$ cat config.mk
export PLATFORM = sky130hd
export DESIGN_NAME = two_level_ready_queue_scheduler
export DESIGN_NICKNAME = d
export VERILOG_FILES = /design/src/rtl/tlrq_pkg.sv /design/src/rtl/tlrq_ctrl.sv /design/src/rtl/tlrq_datapath.sv /design/src/rtl/two_level_ready_queue_scheduler.sv
export SDC_FILE = /design/constraint.sdc
export NUM_CORES = 1
export LEC_CHECK = 0
export BUFFER_PORTS_ARGS = -buffer_cell sky130_fd_sc_hd__buf_2
export CORE_MARGIN = 4
export CORE_UTILIZATION = 45
export CTS_CLUSTER_DIAMETER = 60
export CTS_CLUSTER_SIZE = 25
export DETAILED_ROUTE_END_ITERATION = 8
export PLACE_DENSITY = 0.69
export SLEW_MARGIN = 0
export SYNTH_ARGS = -nofsm -noshare
export SYNTH_HDL_FRONTEND = slang
export SYNTH_SLANG_ARGS = --single-unit
$ cat constraint.sdc
create_clock -name clk -period 2.5 [get_ports clk]
set_input_delay 0.25 -clock clk [delete_from_list [all_inputs] [get_ports clk]]
set_output_delay 0.25 -clock clk [all_outputs]
set_load 0.03 [all_outputs]
$ cat src/rtl/tlrq_pkg.sv
package tlrq_pkg;

    localparam int NUM_TASKS_DEF = 16;
    localparam int TASK_W        = 4;
    localparam int CODE_W        = 2;
    localparam int IN_DATA_W     = 8;
    localparam int OUT_DATA_W    = 8;

    // dispatch result codes
    localparam logic [CODE_W-1:0] CODE_IDLE = 2'd0;
    localparam logic [CODE_W-1:0] CODE_LAST = 2'd1;
    localparam logic [CODE_W-1:0] CODE_MORE = 2'd2;

    // item kind carried in s_tuser
    localparam logic MODE_READY    = 1'b0;
    localparam logic MODE_DISPATCH = 1'b1;

    typedef struct packed {
        logic push;   // make the accepted task ready
        logic pop;    // dispatch the next ready task into the output register
    } tlrq_cmd_t;

    typedef struct packed {
        logic out_busy;   // output register holds an item that is not taken this cycle
    } tlrq_status_t;

endpackage

$ cat src/rtl/tlrq_ctrl.sv
module tlrq_ctrl (
    input  logic                  clk,
    input  logic                  rst_n,
    input  logic                  s_tvalid,
    input  logic                  s_tuser,
    output logic                  s_tready,
    input  tlrq_pkg::tlrq_status_t status,
    output tlrq_pkg::tlrq_cmd_t    cmd
);

    typedef enum logic [1:0] {
        ST_IDLE = 2'b01,
        ST_POP  = 2'b10
    } state_t;

    state_t state_reg;
    state_t state_next;
    logic   accept;

    assign s_tready = (state_reg == ST_IDLE);
    assign accept   = s_tvalid && s_tready;

    always_comb
    begin
        state_next = state_reg;
        cmd.push   = 1'b0;
        cmd.pop    = 1'b0;
        unique case (state_reg)
            ST_IDLE:
            begin
                if (accept)
                begin
                    if (s_tuser == tlrq_pkg::MODE_DISPATCH)
                        state_next = ST_POP;
                    else
                        cmd.push = 1'b1;
                end
            end
            ST_POP:
            begin
                // hold until the output register is free
                if (!status.out_busy)
                begin
                    cmd.pop    = 1'b1;
                    state_next = ST_IDLE;
                end
            end
            default:
            begin
                state_next = ST_IDLE;
            end
        endcase
    end

    always_ff @(posedge clk or negedge rst_n)
    begin
        if (!rst_n)
            state_reg <= ST_IDLE;
        else
            state_reg <= state_next;
    end

endmodule

$ cat src/rtl/tlrq_datapath.sv
module tlrq_datapath #(
    parameter int NUM_TASKS = tlrq_pkg::NUM_TASKS_DEF
) (
    input  logic                              clk,
    input  logic                              rst_n,
    input  tlrq_pkg::tlrq_cmd_t               cmd,
    output tlrq_pkg::tlrq_status_t            status,
    input  logic [tlrq_pkg::TASK_W-1:0]       task_id,
    input  logic                              urgent,
    output logic                              out_valid,
    input  logic                              out_ready,
    output logic [tlrq_pkg::CODE_W-1:0]       dispatch_code,
    output logic [tlrq_pkg::TASK_W-1:0]       chosen_task
);

    localparam int PTR_W = (NUM_TASKS > 1) ? $clog2(NUM_TASKS) : 1;
    localparam int CNT_W = $clog2(NUM_TASKS + 1);
    localparam int TW    = tlrq_pkg::TASK_W;
    localparam logic [PTR_W-1:0] PTR_LAST = PTR_W'(NUM_TASKS - 1);
    localparam logic [CNT_W-1:0] CNT_FULL = CNT_W'(NUM_TASKS);
    localparam logic [CNT_W-1:0] CNT_ONE  = CNT_W'(1);

    logic [TW-1:0]        urg_mem [NUM_TASKS];
    logic [TW-1:0]        nrm_mem [NUM_TASKS];
    logic [TW-1:0]        urg_rd_reg;
    logic [TW-1:0]        nrm_rd_reg;
    logic [NUM_TASKS-1:0] mark_reg;
    logic [NUM_TASKS-1:0] mark_next;
    logic [PTR_W-1:0]     urg_head_reg, urg_tail_reg, nrm_head_reg, nrm_tail_reg;
    logic [CNT_W-1:0]     urg_cnt_reg, nrm_cnt_reg;
    logic                 out_valid_reg;
    logic [tlrq_pkg::CODE_W-1:0] code_reg;
    logic [TW-1:0]        task_reg;

    logic [PTR_W-1:0] tid_idx;
    logic             tid_ok;
    logic             push_ok;
    logic             push_urg, push_nrm;
    logic             urg_avail, nrm_avail, any_avail;
    logic             pop_urg, pop_nrm;
    logic [TW-1:0]    pop_task;
    logic             more_left;

    assign tid_idx   = PTR_W'(task_id);
    assign tid_ok    = (32'(task_id) < NUM_TASKS);
    assign push_ok   = cmd.push && tid_ok && !mark_reg[tid_idx];
    assign push_urg  = push_ok && urgent && (urg_cnt_reg != CNT_FULL);
    assign push_nrm  = push_ok && !urgent && (nrm_cnt_reg != CNT_FULL);

    assign urg_avail = (urg_cnt_reg != '0);
    assign nrm_avail = (nrm_cnt_reg != '0);
    assign any_avail = urg_avail || nrm_avail;
    assign pop_urg   = cmd.pop && urg_avail;
    assign pop_nrm   = cmd.pop && !urg_avail && nrm_avail;
    assign pop_task  = urg_avail ? urg_rd_reg : nrm_rd_reg;
    assign more_left = urg_avail ? ((urg_cnt_reg != CNT_ONE) || nrm_avail)
                                 : (nrm_cnt_reg != CNT_ONE);

    assign status.out_busy = out_valid_reg && !out_ready;
    assign out_valid       = out_valid_reg;
    assign dispatch_code   = code_reg;
    assign chosen_task     = task_reg;

    // queue storage, read at the head every cycle
    always_ff @(posedge clk)
    begin
        if (push_urg)
            urg_mem[urg_tail_reg] <= task_id;
        if (push_nrm)
            nrm_mem[nrm_tail_reg] <= task_id;
        urg_rd_reg <= urg_mem[urg_head_reg];
        nrm_rd_reg <= nrm_mem[nrm_head_reg];
    end

    always_comb
    begin
        mark_next = mark_reg;
        if (push_urg || push_nrm)
            mark_next[tid_idx] = 1'b1;
        if (pop_urg || pop_nrm)
            mark_next[PTR_W'(pop_task)] = 1'b0;
    end

    always_ff @(posedge clk or negedge rst_n)
    begin
        if (!rst_n)
        begin
            mark_reg      <= '0;
            urg_head_reg  <= '0;
            urg_tail_reg  <= '0;
            urg_cnt_reg   <= '0;
            nrm_head_reg  <= '0;
            nrm_tail_reg  <= '0;
            nrm_cnt_reg   <= '0;
            out_valid_reg <= 1'b0;
        end
        else
        begin
            mark_reg <= mark_next;
            if (push_urg)
            begin
                urg_tail_reg <= (urg_tail_reg == PTR_LAST) ? '0 : urg_tail_reg + 1'b1;
                urg_cnt_reg  <= urg_cnt_reg + 1'b1;
            end
            if (push_nrm)
            begin
                nrm_tail_reg <= (nrm_tail_reg == PTR_LAST) ? '0 : nrm_tail_reg + 1'b1;
                nrm_cnt_reg  <= nrm_cnt_reg + 1'b1;
            end
            if (pop_urg)
            begin
                urg_head_reg <= (urg_head_reg == PTR_LAST) ? '0 : urg_head_reg + 1'b1;
                urg_cnt_reg  <= urg_cnt_reg - 1'b1;
            end
            if (pop_nrm)
            begin
                nrm_head_reg <= (nrm_head_reg == PTR_LAST) ? '0 : nrm_head_reg + 1'b1;
                nrm_cnt_reg  <= nrm_cnt_reg - 1'b1;
            end
            if (cmd.pop)
                out_valid_reg <= 1'b1;
            else if (out_ready)
                out_valid_reg <= 1'b0;
        end
    end

    // result payload
    always_ff @(posedge clk)
    begin
        if (cmd.pop)
        begin
            if (!any_avail)
            begin
                code_reg <= tlrq_pkg::CODE_IDLE;
                task_reg <= '0;
            end
            else
            begin
                code_reg <= more_left ? tlrq_pkg::CODE_MORE : tlrq_pkg::CODE_LAST;
                task_reg <= pop_task;
            end
        end
    end

endmodule

$ cat src/rtl/two_level_ready_queue_scheduler.sv
// Strict-priority ready queue scheduler with two FIFO queues of task numbers,
// urgent and normal, and one ready mark per task. Each input item carries its
// kind in s_tuser: a make-ready item appends task_id to the queue that urgent
// selects, unless the task is already marked ready or is not below NUM_TASKS,
// and produces no result. A dispatch item pops the urgent head, or the normal
// head when the urgent queue is empty, clears the task's mark and returns one
// result: dispatch_code 0 when nothing is ready (chosen_task 0), 1 when the
// queues are now empty, 2 when more work is pending. A make-ready item is done
// in its accept cycle; a dispatch item goes to ST_POP, past the registered read
// port of the queue memories, and waits while the output register holds an
// untaken result. One item is in work at a time; a finished result sits in the
// output register and does not block the next make-ready item.
module two_level_ready_queue_scheduler #(
    parameter int NUM_TASKS = tlrq_pkg::NUM_TASKS_DEF
) (
    input  logic                               clk,
    input  logic                               rst_n,
    input  logic                               s_tvalid,
    output logic                               s_tready,
    input  logic [tlrq_pkg::IN_DATA_W-1:0]     s_tdata,   // [3:0] task_id, [4] urgent
    input  logic                               s_tuser,   // [0] mode
    output logic                               m_tvalid,
    input  logic                               m_tready,
    output logic [tlrq_pkg::OUT_DATA_W-1:0]    m_tdata    // [1:0] dispatch_code, [5:2] chosen_task
);

    tlrq_pkg::tlrq_cmd_t             cmd;
    tlrq_pkg::tlrq_status_t          status;
    logic [tlrq_pkg::CODE_W-1:0]     dispatch_code;
    logic [tlrq_pkg::TASK_W-1:0]     chosen_task;

    // sequence each item: push on acceptance, dispatch after the queue read
    tlrq_ctrl u_ctrl (
        .clk      (clk),
        .rst_n    (rst_n),
        .s_tvalid (s_tvalid),
        .s_tuser  (s_tuser),
        .s_tready (s_tready),
        .status   (status),
        .cmd      (cmd)
    );

    // queues, ready marks and the output register
    tlrq_datapath #(
        .NUM_TASKS (NUM_TASKS)
    ) u_datapath (
        .clk           (clk),
        .rst_n         (rst_n),
        .cmd           (cmd),
        .status        (status),
        .task_id       (s_tdata[3:0]),
        .urgent        (s_tdata[4]),
        .out_valid     (m_tvalid),
        .out_ready     (m_tready),
        .dispatch_code (dispatch_code),
        .chosen_task   (chosen_task)
    );

    // pack the result, zero fill to a whole byte
    assign m_tdata = {2'b00, chosen_task, dispatch_code};

endmodule

==> metrics.yaml, run 1 <==
outcome: "complete, but fails checks"
violations: "negative hold slack, negative setup slack"
vias_per_cell: 5.965
cpPeakStageDelay_ns: 0.46
htreeDepth: 4
numClockSinks: 187
synth_flop_cell: "edfxtp_1"
synth_edf_count: 134
synth-seq-area-share_pct: 64.26
fp.coreArea_um2: 18020
tightest_slew_ns: 1.072
final_cells: 883
crit_family: "multiplexers"
start_kind: "flip-flop"
p_sw_uw: 2795
clk_latency_ns: 0.44
cpMaxStageDelayCell: "mux4_2"
nets: 672
finalSetupViolations: 80
async_flop_share_pct: 24.06
clock_path_buffers: 2
utilization_pct: 53.64
path_class: "flip-flop to flip-flop"
finalWeightedCongestion: 0.8490
path_clk_slew_ns: 0.07
portBuffers: 17
ys_seq_elements: 187
finalCritPeriodShare_pct: 103.9
crit_path_end_kind: "flip-flop"
synth.avg_cell_area_um2: 14.23
arrival_ns: 2.75
p_int_uw: 5971
crit_fanout: 6
cp_data_required_time_ns: 2.66
cts_inserted_buffers: 17
final_common_cell: "edfxtp_1"
preCtsSetupSlack_ns: -0.2594
power.density_nw_per_um2: 906.6
drive_above_1_share_pct: 25.54
rsz0062_at_grt: "true"
syn-cell-area_um2: 8265
p_clk_share_pct: 29.4
fmax_ghz: 0.3849
slew_violations: 0
cts_tree: "yes"
die_h_um: 143.5
holdWs_ns: -0.008506
hold_class: "input pin to async pin"
dr.pass1.iters: 5
setup_ws_ns: -0.09781
grt_max_degree: 46
relSlewSlack_pct: 28.56
netSwitchingFraction_pct: 31.89
grt_pass1_wl_mm: 27.67
fin_crit_ns: 2.598
grt_pass1_vias: 5096
grt-ovfl-total: 0
crit_buf_inv: 2
skew_ns: 0.009054
die_x_um: 143.5
antenna_found_initial: 0
place_inst: 846
dr_total_vias: 5267
ioPinCount: 23
p_seq_share_pct: 46.7
synth.distinct_cells: 56
drt_iter0_drc: 488
postRouteAntennaNets: 0
leakage_uw: 0.003488
yosysWarningCount: 0
initial_core_util_pct: 45.86
area_growth_pct: 16.98
num_antenna_cells: 0
drc: 0
fp-row-count: 49
final_cell_mix: "134 x edfxtp_1, 51 x buf_4, 44 x dfrtp_1"
design.die.area_um2: 20600
hold_viol: 6
p_comb_share_pct: 23.9
wl_per_cell_um: 20.06
path_cells: "mux4_2, mux2_4, a2111oi_4, buf_6, nand4_1, nor2_1, buf_4"
dp_hpwl_mm: 12.21
drv_cap: 0
root_buffer: "clkbuf_16"
peakVddDrop_v: 0.001075
grtUsageTotal_pct: 17.59
wirelength_mm: 17.71
syn_inst: 581
worst paths after layout:
check	start	to	slack [ns]	cells past startpoint
setup reg to reg	u_datapath.mark_reg[15]	u_datapath.urg_mem[5][1]	-0.1	7
min in group clk	m_tready	u_datapath.out_valid	0.12	3
setup / recovery	u_datapath.mark_reg[15]	u_datapath.urg_mem[5][1]	-0.1	7
max in group asynchronous	rst_n	u_datapath.urg_tail_reg[0]	1.82	1
hold / removal	rst_n	u_datapath.urg_head_reg[0]	-0.009	1
hold reg to reg	u_datapath.nrm_cnt_reg[4]	u_datapath.nrm_cnt_reg[4]	0.53	1
final cells by class:
cell class	count	area (µm²)
Clock inverter	15	140.1
Sequential cell	187	5311
Timing Repair Buffer	72	521.8
Clock buffer	17	425.4
Fill cell	1398	8356
Inverter	22	82.58
Multi-Input combinational cell	341	2902
Tap cell	229	286.5
stage by stage:
step                      instance area (µm²)  TNS, ns  power, µW
after floorplan                          8274   -5.517       5443
after global placement                   8887   -18.10       6017
after detailed placement                 8887   -22.94       6113
after CTS                                9530   -8.832       8706
after global routing                     9669   -16.52       9186
final                                    9669   -3.369       8766
routing by layer:
metal | GRT usage (%) | vias up | part of all wire, %
li1 | - | 2378 | -
met1 | 24.85 | 2641 | 44
met2 | 27.22 | 220 | 48
met3 | 3.860 | 28 | 6.7
met4 | 5.996 | 0 | 1.9
met5 | 0 | - | 0
synthesized netlist by cell type (all sizes together) (2+ instances only):
cell type / count / area (µm²)
o22a: 2 / 17.52
and4: 8 / 70.07
mux4: 18 / 405.4
nor3: 3 / 15.01
and2: 8 / 51.30
nand3b: 6 / 45.04
nand2b: 2 / 12.51
a22oi: 8 / 60.06
mux2: 4 / 45.04
inv: 22 / 82.58
a221oi: 16 / 140.1
a21oi: 27 / 135.1
dfxtp: 8 / 160.2
buf: 12 / 77.57
a31oi: 9 / 56.30
xnor2: 12 / 105.1
clkbuf: 20 / 75.07
nor4bb: 3 / 30.03
and3: 11 / 68.82
dfrtp: 44 / 1101
mux2i: 37 / 370.4
a41oi: 8 / 70.07
nor2: 20 / 75.07
nor4b: 4 / 35.03
a21o: 2 / 15.01
ha: 18 / 225.2
nor4: 13 / 87.58
nand2: 33 / 126.4
o221ai: 2 / 17.52
o21ai: 20 / 100.1
nand4b: 2 / 17.52
edfxtp: 134 / 4024
nand3: 10 / 55.05
a311oi: 2 / 17.52
nand4: 5 / 31.28
a32oi: 4 / 35.03
nor2b: 11 / 68.82
or3: 2 / 12.51
kinds of logic after synthesis:
group	share of synthesized area, %
other cells	0.04537
xor+xnor	1.272
simple gates	10.07
buf+inv	2.846
mux	9.930
fa+ha+maj	2.725
flops	64.26
compound gates	8.856
power by group through the flow:
stage	clock (µW)	combinational, µW	sequential (µW)
global route	2740	2290	4150
CTS	2610	2020	4070
finish	2580	2090	4100
floorplan	0	1500	3940
global placement	0	1910	4100
detailed placement	0	1990	4120
timing repair:
item	in CTS	in global routing
setup buffers	3	5
setup endpoints to repair	129	149
hold buffers	0	0
pin swaps	4	5
resized for setup	16	41
Note: power is estimated with default switching activity, not from simulation.
==> run 2: changes to the inputs <==
--- a/config.mk
+++ b/config.mk
@@ -6,7 +6,7 @@
 export NUM_CORES = 1
 export LEC_CHECK = 0
 export BUFFER_PORTS_ARGS = -buffer_cell sky130_fd_sc_hd__buf_2
-export CORE_MARGIN = 4
+export CORE_MARGIN = 2
 export CORE_UTILIZATION = 45
 export CTS_CLUSTER_DIAMETER = 60
 export CTS_CLUSTER_SIZE = 25
==> run 2 against run 1 <==
Against the previous run: the run ends with negative setup slack left; routed wire length grew 2.7%; global-route usage rose by 1.6 points; sequential power grew 1%; setup slack lost 0.11 ns; critical path type unchanged; critical endpoint is now u_datapath.urg_mem[13][0]; largest cell class unchanged.
==> metrics.yaml, run 2 (same netlist as run 1, synthesis figures left out) <==
final_common_cell: "edfxtp_1"  # unchanged
multi_input_area_um2: 2925  # was 2902 µm²
vias_per_cell: 5.920  # was 5.965
hold_class: "input pin to flip-flop"  # was input pin to async pin
area_growth_pct: 19.56  # was 16.98%
nets: 679  # was 672
dp_hpwl_mm: 12.14  # was 12.21 mm
die_x_um: 139.5  # was 143.5 µm
die_h_um: 139.5  # was 143.5 µm
drt_iter0_drc: 432  # was 488
arrival_ns: 2.85  # was 2.75 ns
final_cell_mix: "134 x edfxtp_1, 46 x buf_4, 44 x dfrtp_1"  # was 134 x edfxtp_1, 51 x buf_4, 44 x dfrtp_1
wirelength_mm: 18.20  # was 17.71 mm
register_area_um2: 5311  # unchanged
preCtsSetupSlack_ns: -0.3261  # was -0.2594 ns
tightest_slew_ns: 0.7119  # was 1.072 ns
relSlewSlack_pct: 52.54  # was 28.56%
drive_above_1_share_pct: 25.76  # was 25.54%
setup_ws_ns: -0.2029  # was -0.09781 ns
htreeDepth: 4  # unchanged
drc: 0  # unchanged
cp_data_required_time_ns: 2.64  # was 2.66 ns
dr.pass1.iters: 5  # unchanged
r2r-start: "u_datapath.mark_reg[13]"  # was u_datapath.mark_reg[15]
cts_tree: "yes"  # unchanged
skew_ns: 0.01037  # was 0.009054 ns
final_area_um2: 9882  # was 9669 µm²
finalWeightedCongestion: 0.9624  # was 0.8490
fp.coreArea_um2: 17960  # was 18020 µm²
grt-ovfl-total: 0  # unchanged
rsz0062_at_grt: "true"  # unchanged
crit_fanout: 5  # was 6
finalSetupViolations: 128  # was 80
start_kind: "flip-flop"  # unchanged
finalCritPeriodShare_pct: 108.1  # was 103.9%
postRouteAntennaNets: 0  # unchanged
path_clk_slew_ns: 0.07  # about the same
root_buffer: "clkbuf_16"  # unchanged
regToRegSetupSlack_ns: -0.20  # was -0.1 ns
n_fill_cell: 1438  # was 1398
peakVddDrop_v: 0.0004641  # was 0.001075 V
placed_area_um2: 8892  # was 8887 µm²
rr_worst_depth: 8  # was 7
crit_end: "u_datapath.urg_mem[13][0]"  # was u_datapath.urg_mem[5][1]
place_inst: 845  # was 846
fp-row-count: 49  # unchanged
grt_pass1_wl_mm: 28.79  # was 27.67 mm
power.density_nw_per_um2: 930.6  # was 906.6 nW/µm²
design.die.area_um2: 19470  # was 20600 µm²
fin_crit_ns: 2.703  # was 2.598 ns
leakage_uw: 0.003581  # was 0.003488 µW
portBuffers: 17  # unchanged
wl_per_cell_um: 20.47  # was 20.06 µm
drv_cap: 0  # unchanged
grt_max_degree: 34  # was 46
slew_violations: 0  # unchanged
num_antenna_cells: 0  # unchanged
r2r_end: "u_datapath.urg_mem[13][0]"  # was u_datapath.urg_mem[5][1]
crit_path_end_kind: "flip-flop"  # unchanged
grt_pass1_vias: 5257  # was 5096
final_cells: 889  # was 883
violations: "negative setup slack"  # was negative hold slack, negative setup slack
antenna_found_initial: 0  # unchanged
clk_latency_ns: 0.44  # about the same
grtUsageTotal_pct: 19.21  # was 17.59%
ioPinCount: 23  # unchanged
initial_core_util_pct: 46.01  # was 45.86%
outcome: "complete, but fails checks"  # unchanged
cts_inserted_buffers: 17  # unchanged
dr_total_vias: 5263  # was 5267
fmax_ghz: 0.3700  # was 0.3849 GHz
clock_path_buffers: 2  # unchanged
numClockSinks: 187  # unchanged
path_class: "flip-flop to flip-flop"  # unchanged
cp-startpoint: "u_datapath.mark_reg[13]"  # was u_datapath.mark_reg[15]
hold_viol: 0  # was 6
run 2: cell count changes in the layout (fill, tap and decap cells not counted), sizes merged:
cell | before | now
and2 | 8 | 9
buf | 72 | 76
bufinv | 1 | 5
clkbuf | 17 | 18
clkinv | 6 | 4
dlygate4sd3 | 0 | 1
inv | 28 | 25
run 2: final cells by class:
class                      instances  area share [%]
sequential                       187           53.75
multi-input combinational        342           29.60
timing repair buffer              78           6.407
clock buffer                      17           4.305
tap                              229           2.899
clock inverter                    14           2.203
inverter                          22          0.8357
run 2: how the worst min path moves through the flow:
stage                  start                      to  slack, ns  cells past startpoint
finish              m_tready    u_datapath.out_valid       0.11                      3
global route        m_tready    u_datapath.out_valid       0.14                      3
CTS                 m_tready    u_datapath.out_valid       0.10                      3
detailed placement     rst_n  u_datapath.mark_reg[3]       0.18                      1
global placement       rst_n  u_datapath.mark_reg[2]       0.18                      1
floorplan              rst_n     u_ctrl.state_reg[1]      -0.05                      0
run 2: critical path, stage by stage, from the launching register on:
cell	delay (ns)
dfrtp_1	0.40
mux4_2	0.47
mux2_4	0.31
a2111oi_4	0.40
buf_6	0.18
buf_4	0.11
buf_6	0.09
and2_4	0.15
and4_2	0.29
run 2: stage by stage:
step / util, % / hold slack (ns) / TNS [ns] / power [µW]
2_1_floorplan: - / -0.04559 / -5.517 / 5443
3_3_place_gp: 49.50 / 0.1781 / -22.36 / 6030
3_5_place_dp: 49.50 / 0.1817 / -29.13 / 6119
4_1_cts: 54.36 / 0.1042 / -15.20 / 9139
5_1_grt: 55.01 / 0.1381 / -19.92 / 9610
6_report: 55.01 / 0.1148 / -11.77 / 9196
run 2: repair_timing:
item                                    in CTS  in global routing
gates resized for setup                     50                 22
endpoints found under the hold margin       15                  0
endpoints found under the setup margin     132                147
hold buffers                                 1                  0
pin swaps                                    5                  8
gates cloned                                 1                  1
buffers inserted                             9                  7
run 2: metal layers:
layer	track usage [%]	part of all wire [%]	vias up
li1	-	-	2393
met1	26.49	45	2679
met2	30.99	49	169
met3	3.613	4.8	22
met4	6.433	1.2	0
met5	0	0	-
run 2: where the power goes:
| part | switching (µW) | internal, µW |
|---|---|---|
| clock network | 1160 | 1770 |
| logic | 1170 | 961 |
| registers | 467 | 3670 |
==> run 3: changes to the inputs <==
--- a/config.mk
+++ b/config.mk
@@ -7,11 +7,11 @@
 export LEC_CHECK = 0
 export BUFFER_PORTS_ARGS = -buffer_cell sky130_fd_sc_hd__buf_2
 export CORE_MARGIN = 2
-export CORE_UTILIZATION = 45
+export CORE_UTILIZATION = 51
 export CTS_CLUSTER_DIAMETER = 60
-export CTS_CLUSTER_SIZE = 25
+export CTS_CLUSTER_SIZE = 10
 export DETAILED_ROUTE_END_ITERATION = 8
-export PLACE_DENSITY = 0.69
+export PLACE_DENSITY = 0.76
 export SLEW_MARGIN = 0
 export SYNTH_ARGS = -nofsm -noshare
 export SYNTH_HDL_FRONTEND = slang
==> run 3 against run 2 <==
Against the previous run: the run still ends with negative setup slack left; clock skew decreased by 0.0017 ns; highest routed layer unchanged; non-clock buffer count decreased by 5; count of clock-buffer cells in the layout increased by 1; largest power group unchanged; final area decreased by 2.1%; sequential cell count unchanged.
==> metrics.yaml, run 3 (same netlist as run 1, synthesis figures left out) <==
outcome: "complete, but fails checks"  # unchanged
violations: "negative setup slack"  # unchanged
grt-ovfl-total: 0  # unchanged
wl_per_cell_um: 20.93  # was 20.47 µm
min_path_cells: 3  # unchanged
hold_class: "input pin to flip-flop"  # unchanged
final_cell_mix: "134 x edfxtp_1, 51 x buf_4, 44 x dfrtp_1"  # was 134 x edfxtp_1, 46 x buf_4, 44 x dfrtp_1
ioPinCount: 23  # unchanged
grtUsageTotal_pct: 21.80  # was 19.21%
die_h_um: 131.3  # was 139.5 µm
slew_violations: 0  # unchanged
path_class: "flip-flop to flip-flop"  # unchanged
r2r-start: "u_datapath.mark_reg[14]"  # was u_datapath.mark_reg[13]
portBuffers: 17  # unchanged
postRouteAntennaNets: 0  # unchanged
holdCritStartpoint: "m_tready"  # unchanged
clock_path_buffers: 2  # unchanged
grt_pass1_wl_mm: 28.86  # was 28.79 mm
drive_above_1_share_pct: 24.54  # was 25.76%
htreeDepth: 4  # unchanged
wirelength_mm: 18.25  # was 18.20 mm
crit_fanout: 5  # unchanged
fmax_ghz: 0.3810  # was 0.3700 GHz
holdPathEnd: "u_datapath.out_valid"  # unchanged
skew_ns: 0.008645  # was 0.01037 ns
arrival_ns: 2.79  # was 2.85 ns
relSlewSlack_pct: 60.70  # was 52.54%
die_x_um: 131.3  # was 139.5 µm
area_growth_pct: 17.01  # was 19.56%
antenna_found_initial: 0  # unchanged
dr.pass1.iters: 5  # unchanged
finalSetupViolations: 85  # was 128
rsz0062_at_grt: "true"  # unchanged
rr_worst_depth: 7  # was 8
root_buffer: "clkbuf_16"  # unchanged
numClockSinks: 187  # unchanged
tightest_slew_ns: 0.5845  # was 0.7119 ns
fin_crit_ns: 2.625  # was 2.703 ns
cp_data_required_time_ns: 2.66  # was 2.64 ns
peakVddDrop_v: 0.0006928  # was 0.0004641 V
leakage_uw: 0.003494  # was 0.003581 µW
drc: 0  # unchanged
setup_ws_ns: -0.1249  # was -0.2029 ns
cts_inserted_buffers: 17  # unchanged
r2r_end: "u_datapath.urg_mem[6][0]"  # was u_datapath.urg_mem[13][0]
drv_cap: 0  # unchanged
tns_ns: -5.577  # was -11.77 ns
regToRegSetupSlack_ns: -0.12  # was -0.20 ns
final_common_cell: "edfxtp_1"  # unchanged
dp_hpwl_mm: 12.26  # was 12.14 mm
crit_path_end_kind: "flip-flop"  # unchanged
finalWeightedCongestion: 0.9401  # was 0.9624
vias_per_cell: 6.102  # was 5.920
power.density_nw_per_um2: 921.8  # was 930.6 nW/µm²
cts_tree: "yes"  # unchanged
grt_pass1_vias: 5346  # was 5257
hold_viol: 0  # unchanged
path_clk_slew_ns: 0.07  # about the same
start_kind: "flip-flop"  # unchanged
grt_max_degree: 33  # was 34
fp-row-count: 46  # was 49
clk_latency_ns: 0.44  # about the same
nets: 674  # was 679
num_antenna_cells: 0  # unchanged
design.die.area_um2: 17240  # was 19470 µm²
drt_iter0_drc: 489  # was 432
dr_total_vias: 5321  # was 5263
finalCritPeriodShare_pct: 105.0  # was 108.1%
total_power_uw: 8915  # was 9196 µW
initial_core_util_pct: 52.03  # was 46.01%
fp.coreArea_um2: 15890  # was 17960 µm²
n_fill_cell: 1208  # was 1438
run 3: timing repair:
item                                   in CTS  in global routing
endpoints found under the hold margin      19                  0
pin swaps                                   6                  6
setup endpoints to repair                 129                140
hold buffers                                1                  0
buffers inserted                            3                  5
gates resized for setup                    21                 26
cloned                                      0                  1
run 3: power by group:
part / internal (µW) / leakage (µW) / switching (µW)
Clock: 1570 / 0.000280 / 1160
Sequential: 3670 / 0.00184 / 461
Combinational: 909 / 0.00138 / 1150
Total: 6150 / 0.00349 / 2770
run 3: worst max path at each step:
stage                                            to                    start  slack (ns)  depth (start not counted)
final                      u_datapath.urg_mem[6][0]  u_datapath.mark_reg[14]       -0.12                          7
after global routing       u_datapath.urg_mem[7][3]  u_datapath.mark_reg[14]       -0.24                          7
after CTS                  u_datapath.urg_mem[6][3]  u_datapath.mark_reg[14]       -0.18                          7
after detailed placement   u_datapath.urg_mem[6][0]               s_tdata[1]       -0.30                          8
after global placement     u_datapath.urg_mem[1][3]               s_tdata[1]       -0.22                          8
after floorplan           u_datapath.urg_mem[11][0]               s_tdata[1]       -0.17                          7
run 3: through the flow:
step | setup slack (ns) | std cells | hold slack [ns] | area [µm²] | utilization, %
floorplan | -0.1724 | 582 | -0.04559 | 8274 | -
global placement | -0.2175 | 834 | 0.2506 | 8891 | 55.97
detailed placement | -0.2963 | 834 | 0.2617 | 8891 | 55.97
CTS | -0.1810 | 869 | 0.08812 | 9592 | 60.38
global route | -0.2400 | 872 | 0.1075 | 9672 | 60.89
finish | -0.1249 | 872 | 0.09659 | 9672 | 60.89
run 3: critical path: stages (launching register included):
cell       delay [ns]
dfrtp_1          0.40
mux4_2           0.48
mux2_4           0.29
a2111oi_4        0.38
buf_6            0.20
nand4_1          0.24
nor2_2           0.22
buf_6            0.13
run 3: area by class of cell:
class                           instances  area [µm²]  share of cell area [%]
Clock inverter                         14       168.9                   1.746
Timing Repair Buffer                   73       540.5                   5.589
Clock buffer                           18       429.2                   4.437
Sequential cell                       187        5311                   54.92
Tap cell                              216       270.3                   2.794
Multi-Input combinational cell        342        2869                   29.66
Inverter                               22       82.58                  0.8538
run 3: routing by layer:
| layer | wire length [µm] | global-route usage, % | vias up |
|---|---|---|---|
| met4 | 397 | 9.179 | 0 |
| met5 | 0 | 0 | - |
| met1 | 7677 | 28.58 | 2694 |
| met3 | 984 | 4.398 | 36 |
| li1 | - | - | 2398 |
| met2 | 9188 | 35.76 | 193 |
